### src/design/dcfb_pkg.sv
// Shared types, codes and constants of the contention backoff engine.
package dcfb_pkg;

  // Field and register widths.
  localparam int CW_BITS        = 10;
  localparam int TIME_BITS      = 16;
  localparam int IFS_BITS       = 16;
  localparam int SLOT_BITS      = 12;
  localparam int RETRY_BITS     = 4;
  localparam int CMD_BITS       = 3;
  localparam int CFG_DATA_BITS  = 16;
  localparam int CFG_INDEX_BITS = 3;

  // Width used for comparing idle time against interframe spaces.
  localparam int CMP_BITS = (TIME_BITS > IFS_BITS) ? TIME_BITS : IFS_BITS;

  // Width of the unclamped contention window, (cw_min + 1) << retry.
  localparam int WIN_BITS = CW_BITS + 1 + (2 ** RETRY_BITS) - 1;

  // Register values after reset.
  localparam logic [IFS_BITS-1:0]  IFS_RESET  = IFS_BITS'(34);
  localparam logic [IFS_BITS-1:0]  EIFS_RESET = IFS_BITS'(94);
  localparam logic [CW_BITS-1:0]   CWMIN_RESET = CW_BITS'(15);
  localparam logic [CW_BITS-1:0]   CWMAX_RESET = CW_BITS'(1023);
  localparam logic [SLOT_BITS-1:0] SLOT_RESET = SLOT_BITS'(9);

  // Contention states.
  typedef enum logic [2:0] {
    ST_IDLE     = 3'd0,
    ST_DEFER    = 3'd1,
    ST_WAIT_IFS = 3'd2,
    ST_BACKOFF  = 3'd3,
    ST_TRANSMIT = 3'd4
  } state_t;

  // Request commands.
  typedef enum logic [CMD_BITS-1:0] {
    CMD_TICK     = 3'd0,
    CMD_START    = 3'd1,
    CMD_MEDIUM   = 3'd2,
    CMD_TX_DONE  = 3'd3,
    CMD_FRAME_RX = 3'd4
  } cmd_t;

  // Configuration register indexes.
  typedef enum logic [CFG_INDEX_BITS-1:0] {
    REG_IFS   = 3'd0,
    REG_EIFS  = 3'd1,
    REG_CWMIN = 3'd2,
    REG_CWMAX = 3'd3,
    REG_SLOT  = 3'd4
  } cfg_reg_t;

  // Configuration as seen by the engine.
  typedef struct packed {
    logic [IFS_BITS-1:0]  ifs_ticks;
    logic [IFS_BITS-1:0]  eifs_ticks;
    logic [CW_BITS-1:0]   cw_min;
    logic [CW_BITS-1:0]   cw_max;
    logic [SLOT_BITS-1:0] slot_ticks;
  } cfg_t;

  // One request.
  typedef struct packed {
    logic [CMD_BITS-1:0]   command;
    logic                  medium_free;
    logic [RETRY_BITS-1:0] retry_count;
    logic [CW_BITS-1:0]    random_value;
    logic                  fcs_ok;
  } req_t;

  // One result.
  typedef struct packed {
    state_t               cur_state;
    logic                 tx_start;
    logic                 tx_done;
    logic [CW_BITS-1:0]   slots_remaining;
  } res_t;

endpackage

### src/design/dcfb_cfg_regs.sv
// Configuration registers of the contention backoff engine.
module dcfb_cfg_regs (
  input  logic                                clk,
  input  logic                                rst,
  input  logic                                cfg_write,
  input  logic [dcfb_pkg::CFG_INDEX_BITS-1:0] cfg_index,
  input  logic [dcfb_pkg::CFG_DATA_BITS-1:0]  cfg_wdata,
  output dcfb_pkg::cfg_t                      cfg
);

  // Register file; writes to unknown indexes are dropped.
  always_ff @(posedge clk) begin
    if (rst) begin
      cfg.ifs_ticks  <= dcfb_pkg::IFS_RESET;
      cfg.eifs_ticks <= dcfb_pkg::EIFS_RESET;
      cfg.cw_min     <= dcfb_pkg::CWMIN_RESET;
      cfg.cw_max     <= dcfb_pkg::CWMAX_RESET;
      cfg.slot_ticks <= dcfb_pkg::SLOT_RESET;
    end else if (cfg_write) begin
      case (dcfb_pkg::cfg_reg_t'(cfg_index))
        dcfb_pkg::REG_IFS:   cfg.ifs_ticks  <= cfg_wdata[dcfb_pkg::IFS_BITS-1:0];
        dcfb_pkg::REG_EIFS:  cfg.eifs_ticks <= cfg_wdata[dcfb_pkg::IFS_BITS-1:0];
        dcfb_pkg::REG_CWMIN: cfg.cw_min     <= cfg_wdata[dcfb_pkg::CW_BITS-1:0];
        dcfb_pkg::REG_CWMAX: cfg.cw_max     <= cfg_wdata[dcfb_pkg::CW_BITS-1:0];
        dcfb_pkg::REG_SLOT:  cfg.slot_ticks <= cfg_wdata[dcfb_pkg::SLOT_BITS-1:0];
        default: begin
        end
      endcase
    end
  end

endmodule

### src/design/dcfb_engine.sv
// Contention state machine with its timers and the next-state logic for one request.
module dcfb_engine (
  input  logic           clk,
  input  logic           rst,
  input  logic           advance,
  input  dcfb_pkg::req_t req,
  input  dcfb_pkg::cfg_t cfg,
  output dcfb_pkg::res_t res
);

  localparam logic [dcfb_pkg::TIME_BITS-1:0] IDLE_MAX = '1;

  dcfb_pkg::state_t                 state, state_next;
  logic                             link_free, link_free_next;
  logic [dcfb_pkg::TIME_BITS-1:0]   idle_time, idle_time_next;
  logic [dcfb_pkg::IFS_BITS-1:0]    ifs_left, ifs_left_next;
  logic [dcfb_pkg::IFS_BITS-1:0]    eifs_left, eifs_left_next;
  logic [dcfb_pkg::CW_BITS-1:0]     slots_left, slots_left_next;
  logic [dcfb_pkg::SLOT_BITS-1:0]   slot_phase, slot_phase_next;
  logic                             eifs_pending, eifs_pending_next;

  logic [dcfb_pkg::TIME_BITS-1:0]   idle_inc;
  logic [dcfb_pkg::IFS_BITS-1:0]    ifs_dec, eifs_dec;
  logic [dcfb_pkg::CW_BITS-1:0]     slots_dec;
  logic [dcfb_pkg::SLOT_BITS-1:0]   slot_len, phase_inc;
  logic [dcfb_pkg::CMP_BITS-1:0]    idle_cmp, ifs_cmp, eifs_cmp;
  logic                             ifs_short, eifs_short;
  logic [dcfb_pkg::CMP_BITS-1:0]    ifs_diff, eifs_diff;
  logic [dcfb_pkg::WIN_BITS-1:0]    win_raw, win;
  logic [dcfb_pkg::CW_BITS-1:0]     slots_drawn;

  // Counter steps and compares shared by the command paths.
  always_comb begin
    idle_inc  = (idle_time == IDLE_MAX) ? idle_time : idle_time + 1'b1;
    eifs_dec  = (eifs_left != '0) ? eifs_left - 1'b1 : eifs_left;
    ifs_dec   = (ifs_left != '0) ? ifs_left - 1'b1 : ifs_left;
    slots_dec = (slots_left != '0) ? slots_left - 1'b1 : slots_left;
    slot_len  = (cfg.slot_ticks == '0) ? dcfb_pkg::SLOT_BITS'(1) : cfg.slot_ticks;
    phase_inc = slot_phase + 1'b1;
    idle_cmp  = dcfb_pkg::CMP_BITS'(idle_time);
    ifs_cmp   = dcfb_pkg::CMP_BITS'(cfg.ifs_ticks);
    eifs_cmp  = dcfb_pkg::CMP_BITS'(cfg.eifs_ticks);
    ifs_short  = idle_cmp < ifs_cmp;
    eifs_short = idle_cmp < eifs_cmp;
    ifs_diff  = ifs_cmp - idle_cmp;
    eifs_diff = eifs_cmp - idle_cmp;
  end

  // Contention window, clamped to cw_max, masks the random draw.
  always_comb begin
    win_raw = ((dcfb_pkg::WIN_BITS'(cfg.cw_min) + 1'b1) << req.retry_count) - 1'b1;
    win     = (win_raw > dcfb_pkg::WIN_BITS'(cfg.cw_max)) ?
              dcfb_pkg::WIN_BITS'(cfg.cw_max) : win_raw;
    slots_drawn = req.random_value & win[dcfb_pkg::CW_BITS-1:0];
  end

  // Next state and timer values for the request at hand.
  always_comb begin
    state_next        = state;
    link_free_next    = link_free;
    idle_time_next    = idle_time;
    ifs_left_next     = ifs_left;
    eifs_left_next    = eifs_left;
    slots_left_next   = slots_left;
    slot_phase_next   = slot_phase;
    eifs_pending_next = eifs_pending;
    case (dcfb_pkg::cmd_t'(req.command))
      dcfb_pkg::CMD_TICK: begin
        idle_time_next = idle_inc;
        eifs_left_next = eifs_dec;
        case (state)
          dcfb_pkg::ST_WAIT_IFS: begin
            ifs_left_next = ifs_dec;
            if (ifs_dec == '0 && eifs_dec == '0) begin
              slot_phase_next = '0;
              state_next = (slots_left == '0) ? dcfb_pkg::ST_TRANSMIT
                                              : dcfb_pkg::ST_BACKOFF;
            end
          end
          dcfb_pkg::ST_BACKOFF: begin
            if (phase_inc >= slot_len) begin
              slot_phase_next = '0;
              slots_left_next = slots_dec;
              if (slots_dec == '0) begin
                state_next = dcfb_pkg::ST_TRANSMIT;
              end
            end else begin
              slot_phase_next = phase_inc;
            end
          end
          default: begin
          end
        endcase
      end
      dcfb_pkg::CMD_START: begin
        if (state == dcfb_pkg::ST_IDLE) begin
          slots_left_next = slots_drawn;
          if (!link_free) begin
            state_next = dcfb_pkg::ST_DEFER;
          end else if (ifs_short || (eifs_pending && eifs_short)) begin
            // Interframe spaces are shortened by the idle time already seen.
            state_next    = dcfb_pkg::ST_WAIT_IFS;
            ifs_left_next = ifs_short ? ifs_diff[dcfb_pkg::IFS_BITS-1:0] : '0;
            if (eifs_pending && eifs_short) begin
              eifs_left_next = eifs_diff[dcfb_pkg::IFS_BITS-1:0];
            end
            eifs_pending_next = 1'b0;
          end else begin
            state_next = dcfb_pkg::ST_TRANSMIT;
          end
        end
      end
      dcfb_pkg::CMD_MEDIUM: begin
        link_free_next = req.medium_free;
        idle_time_next = '0;
        if (state == dcfb_pkg::ST_DEFER && req.medium_free) begin
          // Idle time is cleared here, so the full spaces are loaded.
          state_next    = dcfb_pkg::ST_WAIT_IFS;
          ifs_left_next = cfg.ifs_ticks;
          if (eifs_pending && cfg.eifs_ticks != '0) begin
            eifs_left_next = cfg.eifs_ticks;
          end
          eifs_pending_next = 1'b0;
        end else if (state == dcfb_pkg::ST_WAIT_IFS && !req.medium_free) begin
          ifs_left_next = '0;
          state_next    = dcfb_pkg::ST_DEFER;
        end else if (state == dcfb_pkg::ST_BACKOFF && !req.medium_free) begin
          // The partial slot is dropped; full slots stay counted.
          slot_phase_next = '0;
          state_next      = dcfb_pkg::ST_DEFER;
        end
      end
      dcfb_pkg::CMD_TX_DONE: begin
        if (state == dcfb_pkg::ST_TRANSMIT) begin
          state_next = dcfb_pkg::ST_IDLE;
        end
      end
      dcfb_pkg::CMD_FRAME_RX: begin
        eifs_pending_next = !req.fcs_ok;
      end
      default: begin
      end
    endcase
  end

  // Result of the request, taken from the transition.
  always_comb begin
    res.cur_state       = state_next;
    res.tx_start        = (state != dcfb_pkg::ST_TRANSMIT) &&
                          (state_next == dcfb_pkg::ST_TRANSMIT);
    res.tx_done         = (state == dcfb_pkg::ST_TRANSMIT) &&
                          (state_next == dcfb_pkg::ST_IDLE);
    res.slots_remaining = slots_left_next;
  end

  // State and timer registers.
  always_ff @(posedge clk) begin
    if (rst) begin
      state        <= dcfb_pkg::ST_IDLE;
      link_free    <= 1'b0;
      idle_time    <= '0;
      ifs_left     <= '0;
      eifs_left    <= '0;
      slots_left   <= '0;
      slot_phase   <= '0;
      eifs_pending <= 1'b0;
    end else if (advance) begin
      state        <= state_next;
      link_free    <= link_free_next;
      idle_time    <= idle_time_next;
      ifs_left     <= ifs_left_next;
      eifs_left    <= eifs_left_next;
      slots_left   <= slots_left_next;
      slot_phase   <= slot_phase_next;
      eifs_pending <= eifs_pending_next;
    end
  end

endmodule

### src/design/dcf_contention_backoff_core.sv
// Top level of the CSMA/CA contention backoff engine.
// A request is held in the request register and its result then enters the result
// register when that register is free or being emptied; a stalled result holds the
// request register. Throughput: one request per cycle while the result side does not
// stall, set by the single pass through the engine between the two registers.
// Reset (synchronous, active high) returns the engine to idle with a busy medium,
// clears all timers and empties both registers; configuration takes its defaults.
module dcf_contention_backoff_core (
  input  logic                                clk,
  input  logic                                rst,
  input  logic                                cfg_write,
  input  logic [dcfb_pkg::CFG_INDEX_BITS-1:0] cfg_index,
  input  logic [dcfb_pkg::CFG_DATA_BITS-1:0]  cfg_wdata,
  input  logic                                in_valid,
  output logic                                in_ready,
  input  logic [dcfb_pkg::CMD_BITS-1:0]       command,
  input  logic                                medium_free,
  input  logic [dcfb_pkg::RETRY_BITS-1:0]     retry_count,
  input  logic [dcfb_pkg::CW_BITS-1:0]        random_value,
  input  logic                                fcs_ok,
  output logic                                out_valid,
  input  logic                                out_ready,
  output logic [2:0]                          cur_state,
  output logic                                tx_start,
  output logic                                tx_done,
  output logic [dcfb_pkg::CW_BITS-1:0]        slots_remaining
);

  dcfb_pkg::cfg_t cfg;
  dcfb_pkg::req_t req_q;
  logic           req_valid;
  dcfb_pkg::res_t res, res_q;
  logic           advance;

  dcfb_cfg_regs u_cfg (
    .clk       (clk),
    .rst       (rst),
    .cfg_write (cfg_write),
    .cfg_index (cfg_index),
    .cfg_wdata (cfg_wdata),
    .cfg       (cfg)
  );

  dcfb_engine u_engine (
    .clk     (clk),
    .rst     (rst),
    .advance (advance),
    .req     (req_q),
    .cfg     (cfg),
    .res     (res)
  );

  // A held request moves on when the result register is free or being emptied.
  assign advance  = req_valid && (!out_valid || out_ready);
  assign in_ready = !req_valid || advance;

  // Request register.
  always_ff @(posedge clk) begin
    if (rst) begin
      req_valid <= 1'b0;
    end else if (in_ready) begin
      req_valid <= in_valid;
    end
  end

  always_ff @(posedge clk) begin
    if (in_valid && in_ready) begin
      req_q.command      <= command;
      req_q.medium_free  <= medium_free;
      req_q.retry_count  <= retry_count;
      req_q.random_value <= random_value;
      req_q.fcs_ok       <= fcs_ok;
    end
  end

  // Result register.
  always_ff @(posedge clk) begin
    if (rst) begin
      out_valid <= 1'b0;
    end else if (advance) begin
      out_valid <= 1'b1;
    end else if (out_ready) begin
      out_valid <= 1'b0;
    end
  end

  always_ff @(posedge clk) begin
    if (advance) begin
      res_q <= res;
    end
  end

  assign cur_state       = res_q.cur_state;
  assign tx_start        = res_q.tx_start;
  assign tx_done         = res_q.tx_done;
  assign slots_remaining = res_q.slots_remaining;

endmodule

### config.mk
export PLATFORM = sky130hd
export DESIGN_NAME = dcf_contention_backoff_core
export DESIGN_NICKNAME = d
export VERILOG_FILES = /design/src/design/dcfb_pkg.sv /design/src/design/dcfb_cfg_regs.sv /design/src/design/dcfb_engine.sv /design/src/design/dcf_contention_backoff_core.sv
export SDC_FILE = /design/constraint.sdc
export NUM_CORES = 1
export LEC_CHECK = 0
export ABC_AREA = 1
export BUFFER_PORTS_ARGS = -buffer_cell sky130_fd_sc_hd__buf_2
export CAP_MARGIN = 20
export CORE_MARGIN = 5
export CORE_UTILIZATION = 55
export CTS_BUF_LIST = sky130_fd_sc_hd__clkbuf_16
export DETAILED_ROUTE_END_ITERATION = 7
export PLACE_DENSITY = 0.76
export REMOVE_ABC_BUFFERS = 1
export SLEW_MARGIN = 25
export SYNTH_ARGS = -nofsm -noshare
export SYNTH_HDL_FRONTEND = slang
export SYNTH_SLANG_ARGS = --single-unit
### constraint.sdc
create_clock -name clk -period 12.25 [get_ports clk]
set_input_delay 1.225 -clock clk [delete_from_list [all_inputs] [get_ports clk]]
set_output_delay 1.225 -clock clk [all_outputs]
set_load 0.02 [all_outputs]
==> flow_summary.rst <==
.. list-table::
   :header-rows: 1

   * - Metric
     - Value
   * - Number of post-CTS setup repair buffers
     - 0
   * - Overall overflow remaining after global route
     - 0
   * - Maximum level of the CTS H-tree
     - 4
   * - Nets@finish
     - 2073
   * - Worst slew margin relative to its limit
     - 31.7%
   * - CTS Root Cell
     - sky130_fd_sc_hd__clkbuf_16
   * - Cells taking the most area after synthesis
     - sky130_fd_sc_hd__dfxtp_1 22%, sky130_fd_sc_hd__nand2_1 11%, sky130_fd_sc_hd__edfxtp_1 8.0%, sky130_fd_sc_hd__inv_1 7.3%, sky130_fd_sc_hd__a21oi_1 7.1%
   * - Mean post-synth cell area
     - 6.61 um^2
   * - Number of DRC violations after detailed routing
     - 0
   * - Total routing resource utilization after global routing
     - 26.9%
   * - Slowest library cell on the worst path
     - sky130_fd_sc_hd__edfxtp_1
   * - Final Core Density
     - 61.0%
   * - Area of the die
     - 26400 um^2
   * - Library cell occupying the most area in the post-synthesis netlist
     - sky130_fd_sc_hd__dfxtp_1
   * - Area of the mapped netlist
     - 12800 um^2
   * - DP HPWL
     - 27300 um
   * - Total I/O pin count
     - 60
   * - Chip Width
     - 163 um
   * - Most used cell, CP
     - sky130_fd_sc_hd__nand2_1
   * - Count of different cell masters after synthesis
     - 56
   * - CP Class
     - flip-flop to flip-flop
   * - Largest clock skew in the final design
     - 11.0 ps
   * - IO Port Bufs
     - 59
   * - Number of fill cells in the layout
     - 2129
   * - Max-Cap Viols
     - 0
   * - Power per Cell Area
     - 118 nW/um^2
   * - Fin crit period
     - 4910 ps
   * - Die height
     - 163 um
   * - Number of buffers inserted for hold repair after clock tree synthesis
     - 0
   * - Area fraction of the dominant cell type after synthesis
     - 22.0%
   * - First DRT Iteration DRCs
     - 1251
   * - CP arrival
     - 5250 ps
   * - Worst IR drop on VDD
     - 0.0000740 V
   * - Maximum count of clock buffers along a single path
     - 2
   * - Slew of the pin with the lowest slew margin
     - 1020 ps
   * - Hold Worst Slack
     - 456 ps
   * - RSZ-0062 raised after global routing
     - false
   * - Largest net degree at the start of global routing
     - 48
   * - Startpoint type of the worst setup path
     - flip-flop
   * - Wire per inst
     - 15.6 um
   * - TritonCTS clock tree
     - yes
   * - Fin. max-slew vios
     - 0
   * - DRT Pass-1 Iters
     - 6
   * - Count of warnings emitted by yosys
     - 0
   * - RePlAce Congestion
     - 0.936
   * - Post-CTS clock slew at the launch and capture registers of the worst setup and hold paths
     - 80 ps
   * - Area Overhead vs Synth
     - 8.43%
   * - Post-detailed-route via-to-cell ratio
     - 5.70
   * - Sequential area share after synthesis
     - 30.0%
   * - Fraction of layout cells with a size suffix above 1
     - 9.55%
   * - Max Fclk
     - 203 MHz
   * - Overall routed net length
     - 35800 um
   * - Area of the core region
     - 22800 um^2
   * - Top FF cell, synth
     - sky130_fd_sc_hd__dfxtp_1
   * - Number of core rows
     - 55
   * - Biggest cell delay along the critical path
     - 630 ps
   * - Type of the tightest min-delay check
     - flip-flop to flip-flop
   * - Skew-Pair Late Insertion Delay
     - 440 ps
   * - Endpoints failing setup
     - 0
   * - Via count of the first global-routing pass
     - 12200
   * - Number of cells produced by synthesis
     - 1939
   * - Count of flip-flops with a built-in enable after synthesis
     - 34
   * - Status
     - completed
   * - Endpoint class of the critical path
     - flip-flop
   * - Initial antenna violation count
     - 0
   * - First-pass GRT wire length
     - 59000 um
   * - Clk sink count
     - 175
   * - Hold Vio Cnt, Final
     - 0
   * - Post-synth ARST share
     - 0%
   * - Pleak
     - 0.00647 uW
   * - Accumulated negative setup slack
     - 0 ps
   * - Effective utilization at floorplan
     - 56.2%
   * - Max Fanout on Critical Path
     - 18
   * - Count of vias placed by the detailed router
     - 13100
   * - Final cycle utilization of the critical path
     - 40.1%
   * - Seq cells post-synth
     - 175
   * - Count of antenna-violating nets left after detailed routing
     - 0
   * - Critical path data required time
     - 12590 ps
   * - Num CTS Buffers
     - 17
   * - Cts repair resizes
     - 0
[final timing paths]
check                   startpoint                     end  slack [ps]  cells past startpoint
max                      req_q[12]  u_engine.slots_left[3]        7340                     32
min          u_engine.idle_cmp[15]   u_engine.idle_cmp[15]         460                      1
max reg2reg              req_q[12]  u_engine.slots_left[3]        7340                     32
min reg2reg  u_engine.idle_cmp[15]   u_engine.idle_cmp[15]         460                      1
[critical path: cells and delay by family (launching register included)]
family	cells	cell delay, ps
xor+xnor	1	220
flops	1	630
buf+inv	6	1000
fa+ha+maj	2	520
compound gates	3	320
simple gates	20	2110
[placed cells by master, fill, tap and decap left out, types with 7 or more instances in the layout]
cell type                   Yosys  layout
sky130_fd_sc_hd__buf_2         11      59
sky130_fd_sc_hd__inv_1        250     250
sky130_fd_sc_hd__nand4_1       28      28
sky130_fd_sc_hd__nor3_1        41      41
sky130_fd_sc_hd__a31oi_1        9       9
sky130_fd_sc_hd__edfxtp_1      34      34
sky130_fd_sc_hd__buf_4          6       7
sky130_fd_sc_hd__a21oi_1      182     182
sky130_fd_sc_hd__o21ai_0      147     147
sky130_fd_sc_hd__o22ai_1        9       9
sky130_fd_sc_hd__nand2_2       14      14
sky130_fd_sc_hd__nor2_1       214     214
sky130_fd_sc_hd__nand3_1      158     158
sky130_fd_sc_hd__xor2_1        36      36
sky130_fd_sc_hd__ha_1          61      61
sky130_fd_sc_hd__clkbuf_16      0      17
sky130_fd_sc_hd__a211oi_1      10      10
sky130_fd_sc_hd__inv_2          8      10
sky130_fd_sc_hd__nand2_1      377     377
sky130_fd_sc_hd__dfxtp_1      141     141
sky130_fd_sc_hd__nand3b_1       8       8
sky130_fd_sc_hd__o211ai_1      13      13
sky130_fd_sc_hd__xnor2_1        8       8
sky130_fd_sc_hd__nor4_1        18      18
sky130_fd_sc_hd__nand3_2       31      31
sky130_fd_sc_hd__nor2_2        16      16
sky130_fd_sc_hd__o21ai_1       11      11
[synthesized netlist by cell type, types with 2 or more instances]
library cell and count:
sky130_fd_sc_hd__nand4_1 28, sky130_fd_sc_hd__nand3_2 31, sky130_fd_sc_hd__o21ai_0 147, sky130_fd_sc_hd__edfxtp_1 34, sky130_fd_sc_hd__clkbuf_1 35, sky130_fd_sc_hd__buf_4 6, sky130_fd_sc_hd__fa_1 2, sky130_fd_sc_hd__ha_1 61
sky130_fd_sc_hd__o21ai_1 11, sky130_fd_sc_hd__nand3b_1 8, sky130_fd_sc_hd__o21a_1 3, sky130_fd_sc_hd__nor2_2 16, sky130_fd_sc_hd__a221oi_1 6, sky130_fd_sc_hd__clkinv_1 2, sky130_fd_sc_hd__o21bai_1 4, sky130_fd_sc_hd__o31ai_1 2
sky130_fd_sc_hd__o211ai_1 13, sky130_fd_sc_hd__or2_2 6, sky130_fd_sc_hd__nand2_1 377, sky130_fd_sc_hd__nor2_1 214, sky130_fd_sc_hd__buf_2 11, sky130_fd_sc_hd__nor3_1 41, sky130_fd_sc_hd__o2111ai_1 2, sky130_fd_sc_hd__nand3_1 158
sky130_fd_sc_hd__inv_2 8, sky130_fd_sc_hd__o221ai_1 3, sky130_fd_sc_hd__o22ai_1 9, sky130_fd_sc_hd__nor2_4 6, sky130_fd_sc_hd__o32ai_1 2, sky130_fd_sc_hd__xnor2_1 8, sky130_fd_sc_hd__o21ai_2 3, sky130_fd_sc_hd__inv_1 250
sky130_fd_sc_hd__a22o_1 2, sky130_fd_sc_hd__o41ai_1 2, sky130_fd_sc_hd__a211oi_1 10, sky130_fd_sc_hd__xor2_1 36, sky130_fd_sc_hd__nand2_2 14, sky130_fd_sc_hd__nor4_1 18, sky130_fd_sc_hd__nand3_4 2, sky130_fd_sc_hd__a21oi_1 182
sky130_fd_sc_hd__a31oi_1 9, sky130_fd_sc_hd__buf_1 3, sky130_fd_sc_hd__dfxtp_1 141
[kinds of logic after synthesis]
family                   share of synthesized area, %
AO/OA/AOI/OAI                                    17.8
XOR/XNOR                                         3.14
adder cells (fa/ha/maj)                          6.27
buffers and inverters                            9.66
flip-flops                                       30.0
multiplexers                                   0.0879
AND/OR/NAND/NOR                                  33.1
[cell type report]
class | count | area (um^2) | share of cell area, %
multi-input cells | 1447 | 7730 | 55.6
flip-flops and latches | 175 | 3840 | 27.7
inverters | 260 | 976 | 7.03
clock buffers | 17 | 425 | 3.06
well taps | 313 | 392 | 2.82
repair buffers | 66 | 348 | 2.50
clock inverters | 15 | 174 | 1.25
diodes | 1 | 2.50 | 0.0180
[stage by stage]
stage | std cells | instance area, um^2 | power [uW] | setup slack (ps)
final | 2294 | 13900 | 1630 | 7340
after global routing | 2293 | 13900 | 1720 | 6890
after CTS | 2293 | 13900 | 1630 | 7430
after detailed placement | 2261 | 13300 | 1070 | 7430
after global placement | 2261 | 13300 | 1060 | 7640
after floorplan | 1882 | 12500 | 956 | 8160
[state kept, by name (all words and copies together) (netlist names), 10 cells and up]
signal	cells
u_engine.slots_left	10
req_q	19
u_engine.ifs_left	16
u_engine.slot_phase	12
u_cfg.cfg	64
slots_remaining	10
u_engine.eifs_left	16
u_engine.idle_cmp	16
[report_power, final]
part / switching (uW) / total, uW / leakage [uW] / internal, uW
clock network: 262 / 569 / 0.000292 / 308
registers: 21.9 / 632 / 0.00148 / 610
logic: 292 / 432 / 0.00470 / 141
[metal layers]
metal  GRT usage [%]  up-vias  routed length [um]
met2            46.8      451               17300
met1            34.8     6007               15400
met4            8.54        0                1010
li1                -     6558                   -
met3            3.52       70                2160
met5               0        -                   0
Note: power is estimated with default switching activity, not from simulation.
